<file path="config.mk">
export PLATFORM = sky130hd
export DESIGN_NAME = size_class_pool_allocator
export DESIGN_NICKNAME = d
export VERILOG_FILES = /design/src/scpa_pkg.sv /design/src/size_class_pool_allocator.sv /design/src/scpa_cfg.sv /design/src/scpa_cmp.sv /design/src/scpa_seq.sv
export SDC_FILE = /design/constraint.sdc
export NUM_CORES = 1
export LEC_CHECK = 0
export BUFFER_PORTS_ARGS = -buffer_cell sky130_fd_sc_hd__buf_4
export CAP_MARGIN = 20
export CORE_MARGIN = 2
export CORE_UTILIZATION = 25
export DETAILED_ROUTE_END_ITERATION = 10
export SLEW_MARGIN = 20
export SYNTH_ARGS = -nofsm -noshare
export SYNTH_HDL_FRONTEND = slang
export SYNTH_SLANG_ARGS = --single-unit
export TNS_END_PERCENT = 100
</file>
<file path="constraint.sdc">
create_clock -name clk -period 11 [get_ports clk]
set_clock_uncertainty 0.1 [all_clocks]
set_input_delay 1.65 -clock clk [delete_from_list [all_inputs] [get_ports clk]]
set_output_delay 1.65 -clock clk [all_outputs]
set_load 0.05 [all_outputs]
</file>
<file path="src/scpa_pkg.sv">
`default_nettype none
package scpa_pkg;

  localparam int NUM_GROUPS       = 4;
  localparam int CHUNKS_PER_GROUP = 16;
  localparam int NUM_REG_GROUPS   = 4;
  localparam int HANDLE_CHUNKS    = 16;

  localparam int SIZE_W    = 32;
  localparam int CNT_W     = 5;
  localparam int GRP_W     = 2;
  localparam int CHK_W     = 4;
  localparam int CFG_IDX_W = 3;

  localparam int USE_CHUNKS = (CHUNKS_PER_GROUP < HANDLE_CHUNKS) ?
                              CHUNKS_PER_GROUP : HANDLE_CHUNKS;
  localparam int LIM_W  = $clog2(USE_CHUNKS + 1);
  localparam int CIDX_W = (USE_CHUNKS > 1) ? $clog2(USE_CHUNKS) : 1;
  localparam int GSEL_W = (NUM_GROUPS > 1) ? $clog2(NUM_GROUPS) : 1;

  localparam logic [CFG_IDX_W-1:0] REG_SIZE_BASE  = CFG_IDX_W'(0);
  localparam logic [CFG_IDX_W-1:0] REG_COUNT_BASE = CFG_IDX_W'(NUM_REG_GROUPS);

  localparam logic MODE_ALLOC = 1'b0;
  localparam logic MODE_FREE  = 1'b1;

  typedef logic [SIZE_W-1:0] word_t;
  typedef logic [NUM_GROUPS-1:0][SIZE_W-1:0] size_arr_t;
  typedef logic [NUM_GROUPS-1:0][LIM_W-1:0] lim_arr_t;

  typedef struct packed {
    word_t a;
    word_t b;
  } cmp_req_t;

  typedef enum logic [2:0] {
    ST_IDLE,
    ST_A_SIZE,
    ST_A_SCAN,
    ST_F_SIZE,
    ST_F_CHUNK
  } state_t;

endpackage
`default_nettype wire

</file>
<file path="src/size_class_pool_allocator.sv">
// Free request: size compare, then chunk bound compare if group and size pass.
// Allocate request: per class one size compare, then, if it fits, a scan of its chunks up to
// the first free one or the limit; result strobe in the cycle after the last step.
// One request at a time; busy stays high until the result strobe, which lasts one cycle
// and cannot be stalled by the receiver.
// Synchronous reset clears all chunk occupancy and loads size 1 and count 0 in every class.
`default_nettype none
module size_class_pool_allocator (
  input  wire logic                            clk,
  input  wire logic                            rst,
  input  wire logic                            cfg_we,
  input  wire logic [scpa_pkg::CFG_IDX_W-1:0]  cfg_index,
  input  wire logic [scpa_pkg::SIZE_W-1:0]     cfg_data,
  input  wire logic                            start,
  output logic                                 busy,
  input  wire logic                            mode,
  input  wire logic [scpa_pkg::SIZE_W-1:0]     request_size,
  input  wire logic [scpa_pkg::GRP_W-1:0]      handle_group,
  input  wire logic [scpa_pkg::CHK_W-1:0]      handle_chunk,
  output logic                                 done,
  output logic                                 ok,
  output logic [scpa_pkg::GRP_W-1:0]           out_group,
  output logic [scpa_pkg::CHK_W-1:0]           out_chunk
);
  import scpa_pkg::*;

  size_arr_t sizes;
  lim_arr_t  limits;
  cmp_req_t  cmp_req;
  logic      ge;

  scpa_cfg u_cfg (
    .clk       (clk),
    .rst       (rst),
    .cfg_we    (cfg_we),
    .cfg_index (cfg_index),
    .cfg_data  (cfg_data),
    .sizes     (sizes),
    .limits    (limits)
  );

  scpa_cmp u_cmp (
    .cmp_req (cmp_req),
    .ge      (ge)
  );

  scpa_seq u_seq (
    .clk          (clk),
    .rst          (rst),
    .start        (start),
    .mode         (mode),
    .request_size (request_size),
    .handle_group (handle_group),
    .handle_chunk (handle_chunk),
    .sizes        (sizes),
    .limits       (limits),
    .cmp_req      (cmp_req),
    .ge           (ge),
    .busy         (busy),
    .done         (done),
    .ok           (ok),
    .out_group    (out_group),
    .out_chunk    (out_chunk)
  );

endmodule
`default_nettype wire

</file>
<file path="src/scpa_cfg.sv">
`default_nettype none
module scpa_cfg (
  input  wire logic                            clk,
  input  wire logic                            rst,
  input  wire logic                            cfg_we,
  input  wire logic [scpa_pkg::CFG_IDX_W-1:0]  cfg_index,
  input  wire logic [scpa_pkg::SIZE_W-1:0]     cfg_data,
  output scpa_pkg::size_arr_t                  sizes,
  output scpa_pkg::lim_arr_t                   limits
);
  import scpa_pkg::*;

  logic [NUM_REG_GROUPS-1:0][SIZE_W-1:0] size_reg;
  logic [NUM_REG_GROUPS-1:0][CNT_W-1:0]  cnt_reg;

  always_ff @(posedge clk) begin
    if (rst) begin
      for (int i = 0; i < NUM_REG_GROUPS; i++) begin
        size_reg[i] <= SIZE_W'(1);
        cnt_reg[i]  <= '0;
      end
    end else if (cfg_we) begin
      for (int i = 0; i < NUM_REG_GROUPS; i++) begin
        if (cfg_index == REG_SIZE_BASE + CFG_IDX_W'(i)) begin
          size_reg[i] <= cfg_data;
        end
        if (cfg_index == REG_COUNT_BASE + CFG_IDX_W'(i)) begin
          cnt_reg[i] <= cfg_data[CNT_W-1:0];
        end
      end
    end
  end

  // Classes without registers keep size one and no chunks.
  always_comb begin
    for (int g = 0; g < NUM_GROUPS; g++) begin
      if (g < NUM_REG_GROUPS) begin
        sizes[g] = size_reg[g];
        if (32'(cnt_reg[g]) > USE_CHUNKS) begin
          limits[g] = LIM_W'(USE_CHUNKS);
        end else begin
          limits[g] = LIM_W'(cnt_reg[g]);
        end
      end else begin
        sizes[g]  = SIZE_W'(1);
        limits[g] = '0;
      end
    end
  end

endmodule
`default_nettype wire

</file>
<file path="src/scpa_cmp.sv">
`default_nettype none
module scpa_cmp (
  input  scpa_pkg::cmp_req_t cmp_req,
  output logic               ge
);
  import scpa_pkg::*;

  assign ge = (cmp_req.a >= cmp_req.b);

endmodule
`default_nettype wire

</file>
<file path="src/scpa_seq.sv">
`default_nettype none
module scpa_seq (
  input  wire logic                         clk,
  input  wire logic                         rst,
  input  wire logic                         start,
  input  wire logic                         mode,
  input  wire logic [scpa_pkg::SIZE_W-1:0]  request_size,
  input  wire logic [scpa_pkg::GRP_W-1:0]   handle_group,
  input  wire logic [scpa_pkg::CHK_W-1:0]   handle_chunk,
  input  scpa_pkg::size_arr_t               sizes,
  input  scpa_pkg::lim_arr_t                limits,
  output scpa_pkg::cmp_req_t                cmp_req,
  input  wire logic                         ge,
  output logic                              busy,
  output logic                              done,
  output logic                              ok,
  output logic [scpa_pkg::GRP_W-1:0]        out_group,
  output logic [scpa_pkg::CHK_W-1:0]        out_chunk
);
  import scpa_pkg::*;

  state_t                                   state, state_next;
  logic [GSEL_W-1:0]                        grp, grp_next;
  logic [LIM_W-1:0]                         chk, chk_next;
  word_t                                    req, req_next;
  logic [CHK_W-1:0]                         hc, hc_next;
  logic                                     hg_ok, hg_ok_next;
  logic [NUM_GROUPS-1:0][USE_CHUNKS-1:0]    used, used_next;
  logic                                     done_next, ok_next;
  logic [GRP_W-1:0]                         out_group_next;
  logic [CHK_W-1:0]                         out_chunk_next;
  logic [CIDX_W-1:0]                        scan_idx;
  logic [CIDX_W-1:0]                        free_idx;
  logic                                     last_grp;

  assign scan_idx = chk[CIDX_W-1:0];
  assign free_idx = hc[CIDX_W-1:0];
  assign last_grp = (grp == GSEL_W'(NUM_GROUPS - 1));
  assign busy     = (state != ST_IDLE);

  always_ff @(posedge clk) begin
    if (rst) begin
      state <= ST_IDLE;
      used  <= '0;
      done  <= 1'b0;
    end else begin
      state <= state_next;
      used  <= used_next;
      done  <= done_next;
    end
    grp       <= grp_next;
    chk       <= chk_next;
    req       <= req_next;
    hc        <= hc_next;
    hg_ok     <= hg_ok_next;
    ok        <= ok_next;
    out_group <= out_group_next;
    out_chunk <= out_chunk_next;
  end

  always_comb begin
    state_next     = state;
    grp_next       = grp;
    chk_next       = chk;
    req_next       = req;
    hc_next        = hc;
    hg_ok_next     = hg_ok;
    used_next      = used;
    done_next      = 1'b0;
    ok_next        = ok;
    out_group_next = out_group;
    out_chunk_next = out_chunk;
    cmp_req.a      = sizes[grp];
    cmp_req.b      = req;

    unique case (state)
      ST_IDLE: begin
        if (start) begin
          req_next   = request_size;
          hc_next    = handle_chunk;
          hg_ok_next = (32'(handle_group) < NUM_GROUPS);
          if (mode == MODE_FREE) begin
            grp_next   = GSEL_W'(handle_group);
            state_next = ST_F_SIZE;
          end else begin
            grp_next   = '0;
            state_next = ST_A_SIZE;
          end
        end
      end
      ST_A_SIZE: begin
        if (ge) begin
          chk_next   = '0;
          state_next = ST_A_SCAN;
        end else if (last_grp) begin
          state_next     = ST_IDLE;
          done_next      = 1'b1;
          ok_next        = 1'b0;
          out_group_next = '0;
          out_chunk_next = '0;
        end else begin
          grp_next = grp + GSEL_W'(1);
        end
      end
      ST_A_SCAN: begin
        cmp_req.a = SIZE_W'(limits[grp]);
        cmp_req.b = SIZE_W'(chk) + SIZE_W'(1);
        if (!ge) begin
          if (last_grp) begin
            state_next     = ST_IDLE;
            done_next      = 1'b1;
            ok_next        = 1'b0;
            out_group_next = '0;
            out_chunk_next = '0;
          end else begin
            grp_next   = grp + GSEL_W'(1);
            state_next = ST_A_SIZE;
          end
        end else if (!used[grp][scan_idx]) begin
          used_next[grp][scan_idx] = 1'b1;
          state_next     = ST_IDLE;
          done_next      = 1'b1;
          ok_next        = 1'b1;
          out_group_next = GRP_W'(grp);
          out_chunk_next = CHK_W'(chk);
        end else begin
          chk_next = chk + LIM_W'(1);
        end
      end
      ST_F_SIZE: begin
        if (hg_ok && ge) begin
          state_next = ST_F_CHUNK;
        end else begin
          state_next     = ST_IDLE;
          done_next      = 1'b1;
          ok_next        = 1'b0;
          out_group_next = '0;
          out_chunk_next = '0;
        end
      end
      ST_F_CHUNK: begin
        cmp_req.a      = SIZE_W'(limits[grp]);
        cmp_req.b      = SIZE_W'(hc) + SIZE_W'(1);
        state_next     = ST_IDLE;
        done_next      = 1'b1;
        ok_next        = ge;
        out_group_next = '0;
        out_chunk_next = '0;
        if (ge) begin
          used_next[grp][free_idx] = 1'b0;
        end
      end
      default: begin
        state_next = ST_IDLE;
      end
    endcase
  end

endmodule
`default_nettype wire

</file>
# Yosys cells after proc, flatten, opt, wreduce, memory -nomap -nowiden
# Cells that the tools add are included.
dict set report totals {
  ff_bits 266
  latch_bits 0
  ram_bits 0
  mem_bits_ro 0
  in_bits 78
  out_inout_bits 9
  n_memories 0
}
dict set report op_classes {
  n_addsub 4
  n_mul 0
  div 0
  magnitude_cmp 11
  eq_ne 24
  shifts 0
  n_mux 67
  bitwise 3
  reduce_logical 25
}
# cell count
set ops {}
lappend ops {{$pmux 64 s2} 2}
lappend ops {{$mux 64} 3}
lappend ops {{$and 64x64->64} 1}
lappend ops {{$bmux 32 s2} 1}
lappend ops {{$demux 16 s2} 2}
lappend ops {{$not 64->64} 1}
lappend ops {{$or 64x64->64} 1}
lappend ops {{$mux 16} 3}
lappend ops {{$mux 5} 8}
lappend ops {{$bmux 16 s2} 1}
lappend ops {{$ge 32x32->1} 1}
lappend ops {{$mux 32} 1}
lappend ops {{$gt 5x5->1 const B} 4}
lappend ops {{$mux 2} 10}
lappend ops {{$mux 4} 5}
lappend ops {{$mux 3} 6}
lappend ops {{$reduce_and 2->1} 9}
lappend ops {{$pmux 4 s4} 1}
lappend ops {{$reduce_and 4->1} 4}
lappend ops {{$eq 3x3->1 const B} 5}
lappend ops {{$mux 1} 14}
lappend ops {{$eq 3x2->1 const B} 4}
lappend ops {{$ne 2x2->1 const B} 6}
lappend ops {{$pmux 3 s4} 1}
lappend ops {{other kinds (27)} 40}

# Logic depth before layout (Yosys ltp)
# Gate-level depths: netlist (run 1).
dict set report depth {
  depth_word 10
  ltp_mapped 20
}

# Modules after synthesis
# A second synthesis (run 1) with hierarchy kept.
dict set report unflattened {
  cells_unflattened 1302
  area_unflattened_um2 13807.0
}
# module n_inst cells_per_inst area_each_um2
set modules_own_cells {}
lappend modules_own_cells {scpa_seq 1 643 7020.5}
lappend modules_own_cells {scpa_cfg 1 551 5987.0}
lappend modules_own_cells {scpa_cmp 1 108 799.5}

# Worst setup path before layout (run 1)
# Ideal clock, no wire load.
dict set report synth_timing {
  path_kind {reg2reg}
  start {register u_seq.grp[0]}
  end {register u_seq.ok (enable)}
  arrival_time_ps 4653
  path_slack_ps 5863
  stages_incl_launch_ff 18
  period_less_slack_ps 5137
  cell_sequence {edfxtp_1 -> buf_2 -> buf_2 -> buf_2 -> buf_2 -> clkbuf_1 -> mux4_2 -> and3_1 -> ha_1 -> a21oi_1 -> nand2_1 -> a221oi_1 -> o21ai_0 -> or2_2 -> clkbuf_1 -> buf_2 -> clkbuf_1 -> o32ai_1}
}
dict set report synth_via {
  elab_chain_cells 6
  word_cells_on_any_way 14
  classes_between {1 x order compare; 3 x eq/ne; 9 x mux; 1 x reduce/logical}
}
# item line_no
set synth_rtl {}
lappend synth_rtl {{start, declared} scpa_seq.sv:23} ;# logic [GSEL_W-1:0] grp, grp_next;
lappend synth_rtl {{start signal, assigned} scpa_seq.sv:51} ;# grp <= grp_next;
lappend synth_rtl {{$bmux 32 s2 (tied with other cells)} scpa_seq.sv:73} ;# cmp_req.a = sizes[grp];
lappend synth_rtl {{$mux 32 (implied by the code) (tied with other cells)} scpa_seq.sv:73}
lappend synth_rtl {{$pmux 64 s2 or $bmux 1 s4 (tied branches)} {scpa_seq.sv:76, scpa_seq.sv:119}}
lappend synth_rtl {{$ge 32x32->1 or $mux 1 (tied branches)} {scpa_cmp.sv:8, scpa_seq.sv:119}}
lappend synth_rtl {{$ne 3x3->1 (no source line) or $ne 2x2->1 (tied branches)} -}
lappend synth_rtl {{$reduce_and 4->1 (no source line) *} -}
lappend synth_rtl {{end signal, assigned} scpa_seq.sv:56} ;# ok <= ok_next;
lappend synth_rtl {{end, declared} scpa_seq.sv:16} ;# output logic ok,
# Mark *: on every way between the ends. The rest lies on a longest branch, timed or not. The select of a mux whose other input is x is not followed.
# A chain may end at the register's enable or synchronous reset.

# Final worst setup path (run 1)
dict set report layout_timing {
  start {register u_seq.grp[1]}
  end {register u_seq.out_chunk[1] (netlist name) (enable)}
}
dict set report layout_via {
  elab_chain_cells 6
  word_cells_on_any_way 14
  classes_between {1 x order compare; 3 x eq/ne; 9 x mux; 1 x reduce/logical}
}
# item line_no
set layout_rtl {}
lappend layout_rtl {{$bmux 32 s2 (tied with other cells)} scpa_seq.sv:73}
lappend layout_rtl {{$mux 32 (implied by the code) (tied with other cells)} scpa_seq.sv:73}
lappend layout_rtl {{$pmux 64 s2 or $bmux 1 s4 (tied branches)} {scpa_seq.sv:76, scpa_seq.sv:119}}
lappend layout_rtl {{$ge 32x32->1 or $mux 1 (tied branches)} {scpa_cmp.sv:8, scpa_seq.sv:119}}
lappend layout_rtl {{$ne 3x3->1 (no source line) or $ne 2x2->1 (tied branches)} -}
lappend layout_rtl {{$reduce_and 4->1 (no source line) *} -}
lappend layout_rtl {{end signal, assigned} scpa_seq.sv:58} ;# out_chunk <= out_chunk_next;
lappend layout_rtl {{end, declared} scpa_seq.sv:18} ;# output logic [scpa_pkg::CHK_W-1:0] out_chunk
# Marks and branches as above.

==> results of run 1 <==
## worst max-delay path, cell delays in order, from the launching register on
cell	delay, ns
edfxtp_1	1.08
buf_4	0.71
mux4_2	0.59
and3_1	0.21
ha_1	0.33
a21oi_1	0.14
o21ai_0	0.09
a221oi_1	0.29
o21ai_0	0.30
or2_2	0.37
buf_4	0.36
o32ai_1	0.92
## per-layer routing
layer / wire (um) / GRT usage (%) / vias up
li1: - / - / 5077
met1: 17500 / 19.4 / 5287
met2: 18600 / 23.6 / 303
met3: 2320 / 2.35 / 59
met4: 732 / 3.25 / 0
met5: 0 / 0 / -
## layout make-up
cell class / count / share of cell area [%]
Multi-Input combinational cell: 969 / 42.9
Sequential cell: 266 / 38.4
Tap cell: 680 / 5.61
Clock buffer: 35 / 5.35
Timing Repair Buffer: 95 / 4.73
Inverter: 74 / 1.83
Clock inverter: 21 / 1.10
## cells by family (layout without fill, tap and decap cells)
kind of cell / Yosys count / after routing / share of synthesized area (%)
muxes: 76 / 76 / 10.6
xor gates and xnor gates: 5 / 5 / 0.336
buffers and inverters: 191 / 225 / 5.90
adders and majority gates: 44 / 44 / 4.22
AOI/OAI and AO/OA: 319 / 319 / 16.2
and+or+nand+nor: 525 / 525 / 18.1
DFF: 266 / 266 / 44.7
## path summary, 6_finish.rpt
path                             end  slack (ns)             from
setup / recovery  u_seq.out_chunk[1]        5.03     u_seq.grp[1]
hold / removal       u_cfg.sizes[59]        0.35  u_cfg.sizes[59]
setup reg to reg  u_seq.out_chunk[1]        5.03     u_seq.grp[1]
hold reg to reg      u_cfg.sizes[59]        0.35  u_cfg.sizes[59]
## report_power, final
part / internal, mW / switching [mW]
logic: 0.140 / 0.267
registers: 1.04 / 0.0381
clock network: 0.573 / 0.423
total: 1.75 / 0.728
## Yosys cell counts, types with 6 or more instances
library cell	instances	area share (%)
mux2i_1	27	2.1
dfxtp_1	216	33
nand3b_1	6	0.35
inv_1	74	2.1
nand2b_1	13	0.62
o32ai_1	6	0.40
mux4_2	41	7.1
nand4_1	10	0.48
a311o_1	54	4.1
nor2_1	47	1.4
buf_1	8	0.23
a221oi_1	7	0.47
clkbuf_1	89	2.6
ha_1	44	4.2
o21ai_0	43	1.6
edfxtp_1	50	12
nand2_1	331	9.5
mux4_1	7	1.4
o21ai_1	17	0.65
nand4b_1	7	0.47
a311oi_1	8	0.54
and3_1	37	1.8
o311ai_0	6	0.40
nor2b_1	7	0.34
nor3b_1	7	0.40
a21oi_1	141	5.4
nor3_1	10	0.38
buf_2	13	0.50
and2_1	21	1.0
a211oi_1	7	0.40
nand3_1	17	0.65
## metrics by stage
stage	cell area [um2]	worst slack, ns	cells	total power [mW]	utilization, %
final	15200	5.03	2140	2.48	29.5
after global routing	15200	4.81	2140	2.57	29.5
after floorplan	13000	5.86	1426	1.36	-
after global placement	14200	5.15	2084	1.50	27.6
after detailed placement	14200	5.13	2084	1.51	27.6
after CTS	15100	5.13	2140	2.50	29.5
==> flow_summary.json, run 1 <==
{
  "cts_root_buffer": "clkbuf_16",
  "ios": 87,
  "grt_max_degree": 86,
  "start_util_pct": 25.4,
  "status": "finished clean",
  "ir_drop_uv": 132,
  "cts_tree": "done",
  "ant_nets": 0,
  "cp_data_arrival_time_ns": 6.06,
  "ys_seq_area_share_pct": 44.7,
  "period_share_pct": 54.3,
  "drt_iter0_markers": 1070,
  "clockBufferDepth": 3,
  "yosysUniqueCellTypes": 61,
  "final_common_cell": "nand2_1",
  "multi_input_area_mm2": 0.00651,
  "gp_congestion": 0.843,
  "grt_overflow": 0,
  "seqCellArea_mm2": 0.00583,
  "holdWs_ns": 0.353,
  "r2r_cells": 11,
  "antenna_found_initial": 0,
  "drive_above_1_share_pct": 14.5,
  "tns_ns": 0,
  "powerDensity_mw_per_mm2": 164,
  "synth-edff-count": 50,
  "synthArstFlopShare_pct": 0,
  "rows": 83,
  "postCtsSetupBuffers": 0,
  "area_growth_pct": 16.2,
  "fin_crit_ns": 5.97,
  "clk-insertion-delay-late_ns": 0.58,
  "syn_area_mm2": 0.0130,
  "whs_path_depth": 2,
  "vias": 10700,
  "die_x_um": 232,
  "hp-class": "flip-flop to flip-flop",
  "cts_hold_buf": 0,
  "ys_warn_count": 0,
  "htree_levels": 1,
  "required_ns": 11.08,
  "diodes": 0,
  "fillers": 5416,
  "cts.reportedPaths.clkPinSlew_ns": 0.06,
  "slew_headroom_pct": 26.3,
  "floorplan.die_area_mm2": 0.0540,
  "cp-end-kind": "flip-flop",
  "slew_viol_final": 0,
  "synth_cells": 1426,
  "grt_pass1_vias": 10600,
  "worst-slew-pin-transition_ns": 1.11,
  "critical_path.startpoint_type": "flip-flop",
  "grt_pass1_wl_um": 60800,
  "ys_ff_latch": 266,
  "grtUsageTotal_pct": 14.3,
  "syn_avg_cell_area_um2": 9.15,
  "cts_resized": 0,
  "rsz0062_at_grt": "no",
  "wire_per_inst_um": 18.3,
  "core_area_mm2": 0.0514,
  "fin_nets": 1558,
  "port_buffers": 86,
  "setup_violations": 0,
  "drt_first_pass_iters": 6,
  "routed_wl_um": 39100,
  "cts_buffers": 30,
  "synth_ff_type": "dfxtp_1",
  "leakage_nw": 5.53,
  "dieHeight_um": 232,
  "critPathMaxFanout": 85,
  "cts.sinks": 266,
  "mostFrequentLayoutCells": "329 x nand2_1, 216 x dfxtp_1, 141 x a21oi_1, 94 x buf_4, 74 x inv_1",
  "viasPerCell": 5.01,
  "crit_type": "flip-flop to flip-flop",
  "drc_errors": 0,
  "cap_violations": 0,
  "hold_violations": 0,
  "fmax_mhz": 167,
  "synth_fp_nets": 1548,
  "largest_reg_flops": 128,
  "hpwlAfterDp_um": 25400
}
Power figures use the tool's default switching activity.
==> inputs of run 2 (changes only) <==
--- a/config.mk
+++ b/config.mk
@@ -5,6 +5,7 @@
 export SDC_FILE = /design/constraint.sdc
 export NUM_CORES = 1
 export LEC_CHECK = 0
+export ABC_AREA = 1
 export BUFFER_PORTS_ARGS = -buffer_cell sky130_fd_sc_hd__buf_4
 export CAP_MARGIN = 20
 export CORE_MARGIN = 2
==> constraint.sdc (replaced) <==
create_clock -name clk -period 5.9 [get_ports clk]
set_clock_uncertainty 0.1 [all_clocks]
set_input_delay 0.885 -clock clk [delete_from_list [all_inputs] [get_ports clk]]
set_output_delay 0.885 -clock clk [all_outputs]
set_load 0.05 [all_outputs]
==> run 2 against run 1 <==
Net effect:
- utilization fell by 0.41 points
- synthesized cell count rose by 47%
- die area rose by 8.9%
- largest cell class unchanged
==> flow_summary.json, run 2 <==
{
  "seqCellArea_mm2": 0.00583,
  "hp-class": "input port to flip-flop",
  "syn_avg_cell_area_um2": 6.78,
  "cts_buffers": 30,
  "ios": 87,
  "holdWs_ns": 0.353,
  "slew_headroom_pct": 29.9,
  "status": "finished clean",
  "vias": 13700,
  "cts.sinks": 266,
  "hp-start": "request_size[14]",
  "wire_per_inst_um": 15.6,
  "startpoint": "u_seq.state[1]",
  "critPathMaxFanout": 37,
  "worst-slew-pin-transition_ns": 1.05,
  "fillers": 6338,
  "ir_drop_uv": 418,
  "synth_area_leaders": "dfxtp_1 30%, o21ai_0 14%, nor2_1 12%",
  "grt_pass1_wl_um": 72600,
  "cts_root_buffer": "clkbuf_16",
  "htree_levels": 1,
  "ys_top_cells_by_count": "464 x nor2_1, 405 x o21ai_0, 346 x nand2_1, 216 x dfxtp_1, 130 x nand3_1",
  "cp-end-kind": "flip-flop",
  "gp_congestion": 0.819,
  "drive_above_1_share_pct": 8.16,
  "setup_violations": 0,
  "powerDensity_mw_per_mm2": 411,
  "yosysUniqueCellTypes": 40,
  "synth-edff-count": 50,
  "synthArstFlopShare_pct": 0,
  "core_area_mm2": 0.0564,
  "fmax_mhz": 207,
  "grt_max_degree": 131,
  "leakage_nw": 6.51,
  "crit_type": "flip-flop to flip-flop",
  "hpwlAfterDp_um": 27000,
  "grt_overflow": 0,
  "syn_area_mm2": 0.0142,
  "synth_area_leader_cell": "dfxtp_1",
  "synth_cells": 2100,
  "fin_ws_ns": 1.08,
  "floorplan.die_area_mm2": 0.0589,
  "synth_fp_nets": 2222,
  "rsz0062_at_grt": "no",
  "drt_first_pass_iters": 5,
  "ant_nets": 0,
  "viasPerCell": 4.78,
  "clockBufferDepth": 3,
  "cts.reportedPaths.clkPinSlew_ns": 0.06,
  "mostFrequentLayoutCells": "459 x nor2_1, 405 x o21ai_0, 346 x nand2_1, 216 x dfxtp_1, 130 x nand3_1",
  "ys_warn_count": 0,
  "critical_path.startpoint_type": "flip-flop",
  "multi_input_area_mm2": 0.00734,
  "drt_iter0_markers": 1013,
  "rows": 87,
  "dieHeight_um": 243,
  "cts_hold_buf": 0,
  "slew_viol_final": 0,
  "start_util_pct": 25.2,
  "antenna_found_initial": 3,
  "synth_ff_type": "dfxtp_1",
  "area_growth_pct": 15.2,
  "clk-insertion-delay-late_ns": 0.61,
  "postCtsSetupBuffers": 0,
  "required_ns": 5.99,
  "tns_ns": 0,
  "largest_reg_flops": 128,
  "fin_crit_ns": 4.82,
  "cap_violations": 0,
  "hold_violations": 0,
  "ys_seq_area_share_pct": 40.9,
  "period_share_pct": 81.8,
  "ys_ff_latch": 266,
  "fin_nets": 2219,
  "grtUsageTotal_pct": 15.0,
  "final_common_cell": "nor2_1",
  "reg2reg_from": "u_seq.state[1]",
  "die_x_um": 243,
  "drc_errors": 0,
  "synth.top_cell.area_share_pct": 30.4,
  "routed_wl_um": 44900,
  "synth.most_common_cell": "nor2_1",
  "cts_resized": 0,
  "cp_data_arrival_time_ns": 4.91,
  "port_buffers": 86,
  "cts_tree": "done",
  "diodes": 0,
  "grt_pass1_vias": 13000,
  "post-place-ws_ns": 1.09
}
## run 2: power by group
| part | internal [mW] | total [mW] | switching (mW) |
|---|---|---|---|
| logic | 0.782 | 2.70 | 1.91 |
| registers | 2.05 | 2.15 | 0.105 |
| clock network | 1.10 | 1.89 | 0.794 |
## run 2: layout make-up
cell class              instances  area share, %
inverters                     121           2.80
flip-flops and latches        266           35.5
well taps                     756           5.77
multi-input cells            1569           44.8
clock buffers                  47           5.53
clock inverters                 9          0.557
repair buffers                109           5.01
## run 2: logic make-up after synthesis
logic type | synth area share [%]
XOR/XNOR | 0.185
adder cells (fa/ha/maj) | 3.87
AND/OR/NAND/NOR | 26.8
buffers and inverters | 7.68
flip-flops | 40.9
AO/OA/AOI/OAI | 20.6
## run 2: layer usage
| layer | share of wire [%] | routed length, um | track usage, % |
|---|---|---|---|
| met5 | 0.091 | 41 | 0 |
| met4 | 1.6 | 703 | 2.89 |
| met3 | 4.8 | 2170 | 2.43 |
| met2 | 48 | 21400 | 25.8 |
| met1 | 46 | 20700 | 19.9 |
## run 2: path summary, 6_finish.rpt
check	to	slack (ns)	cells after the start
setup / recovery	u_seq.out_chunk[3]	1.08	20
setup reg to reg	u_seq.out_chunk[3]	1.08	20
hold reg to reg	u_cfg.sizes[0]	0.35	2
hold / removal	u_seq.req[14]	0.35	1
## run 2: per-stage QoR
stage,cell area (um2),total power [mW],instances,utilization [%]
floorplan,14200,4.11,2100,-
detailed placement,15400,4.89,2821,27.3
finish,16400,6.74,2877,29.1
CTS,16400,6.80,2877,29.1
global placement,15400,4.89,2821,27.3
global route,16400,7.24,2877,29.1
## run 2: critical path: stages (launching register included)
cell	delay (ns)
dfxtp_1	0.36
inv_1	0.09
nor3_4	0.32
inv_2	0.16
nand2_2	0.49
inv_2	0.47
a221oi_1	0.42
ha_1	0.31
inv_1	0.06
o21bai_1	0.06
nand2_1	0.06
nand2_1	0.04
nand2_1	0.05
nand2_1	0.04
nand2_1	0.05
nand2_1	0.06
nand2_1	0.09
nand2_2	0.10
nand3_1	0.12
nand2_1	0.17
nor3_1	0.76
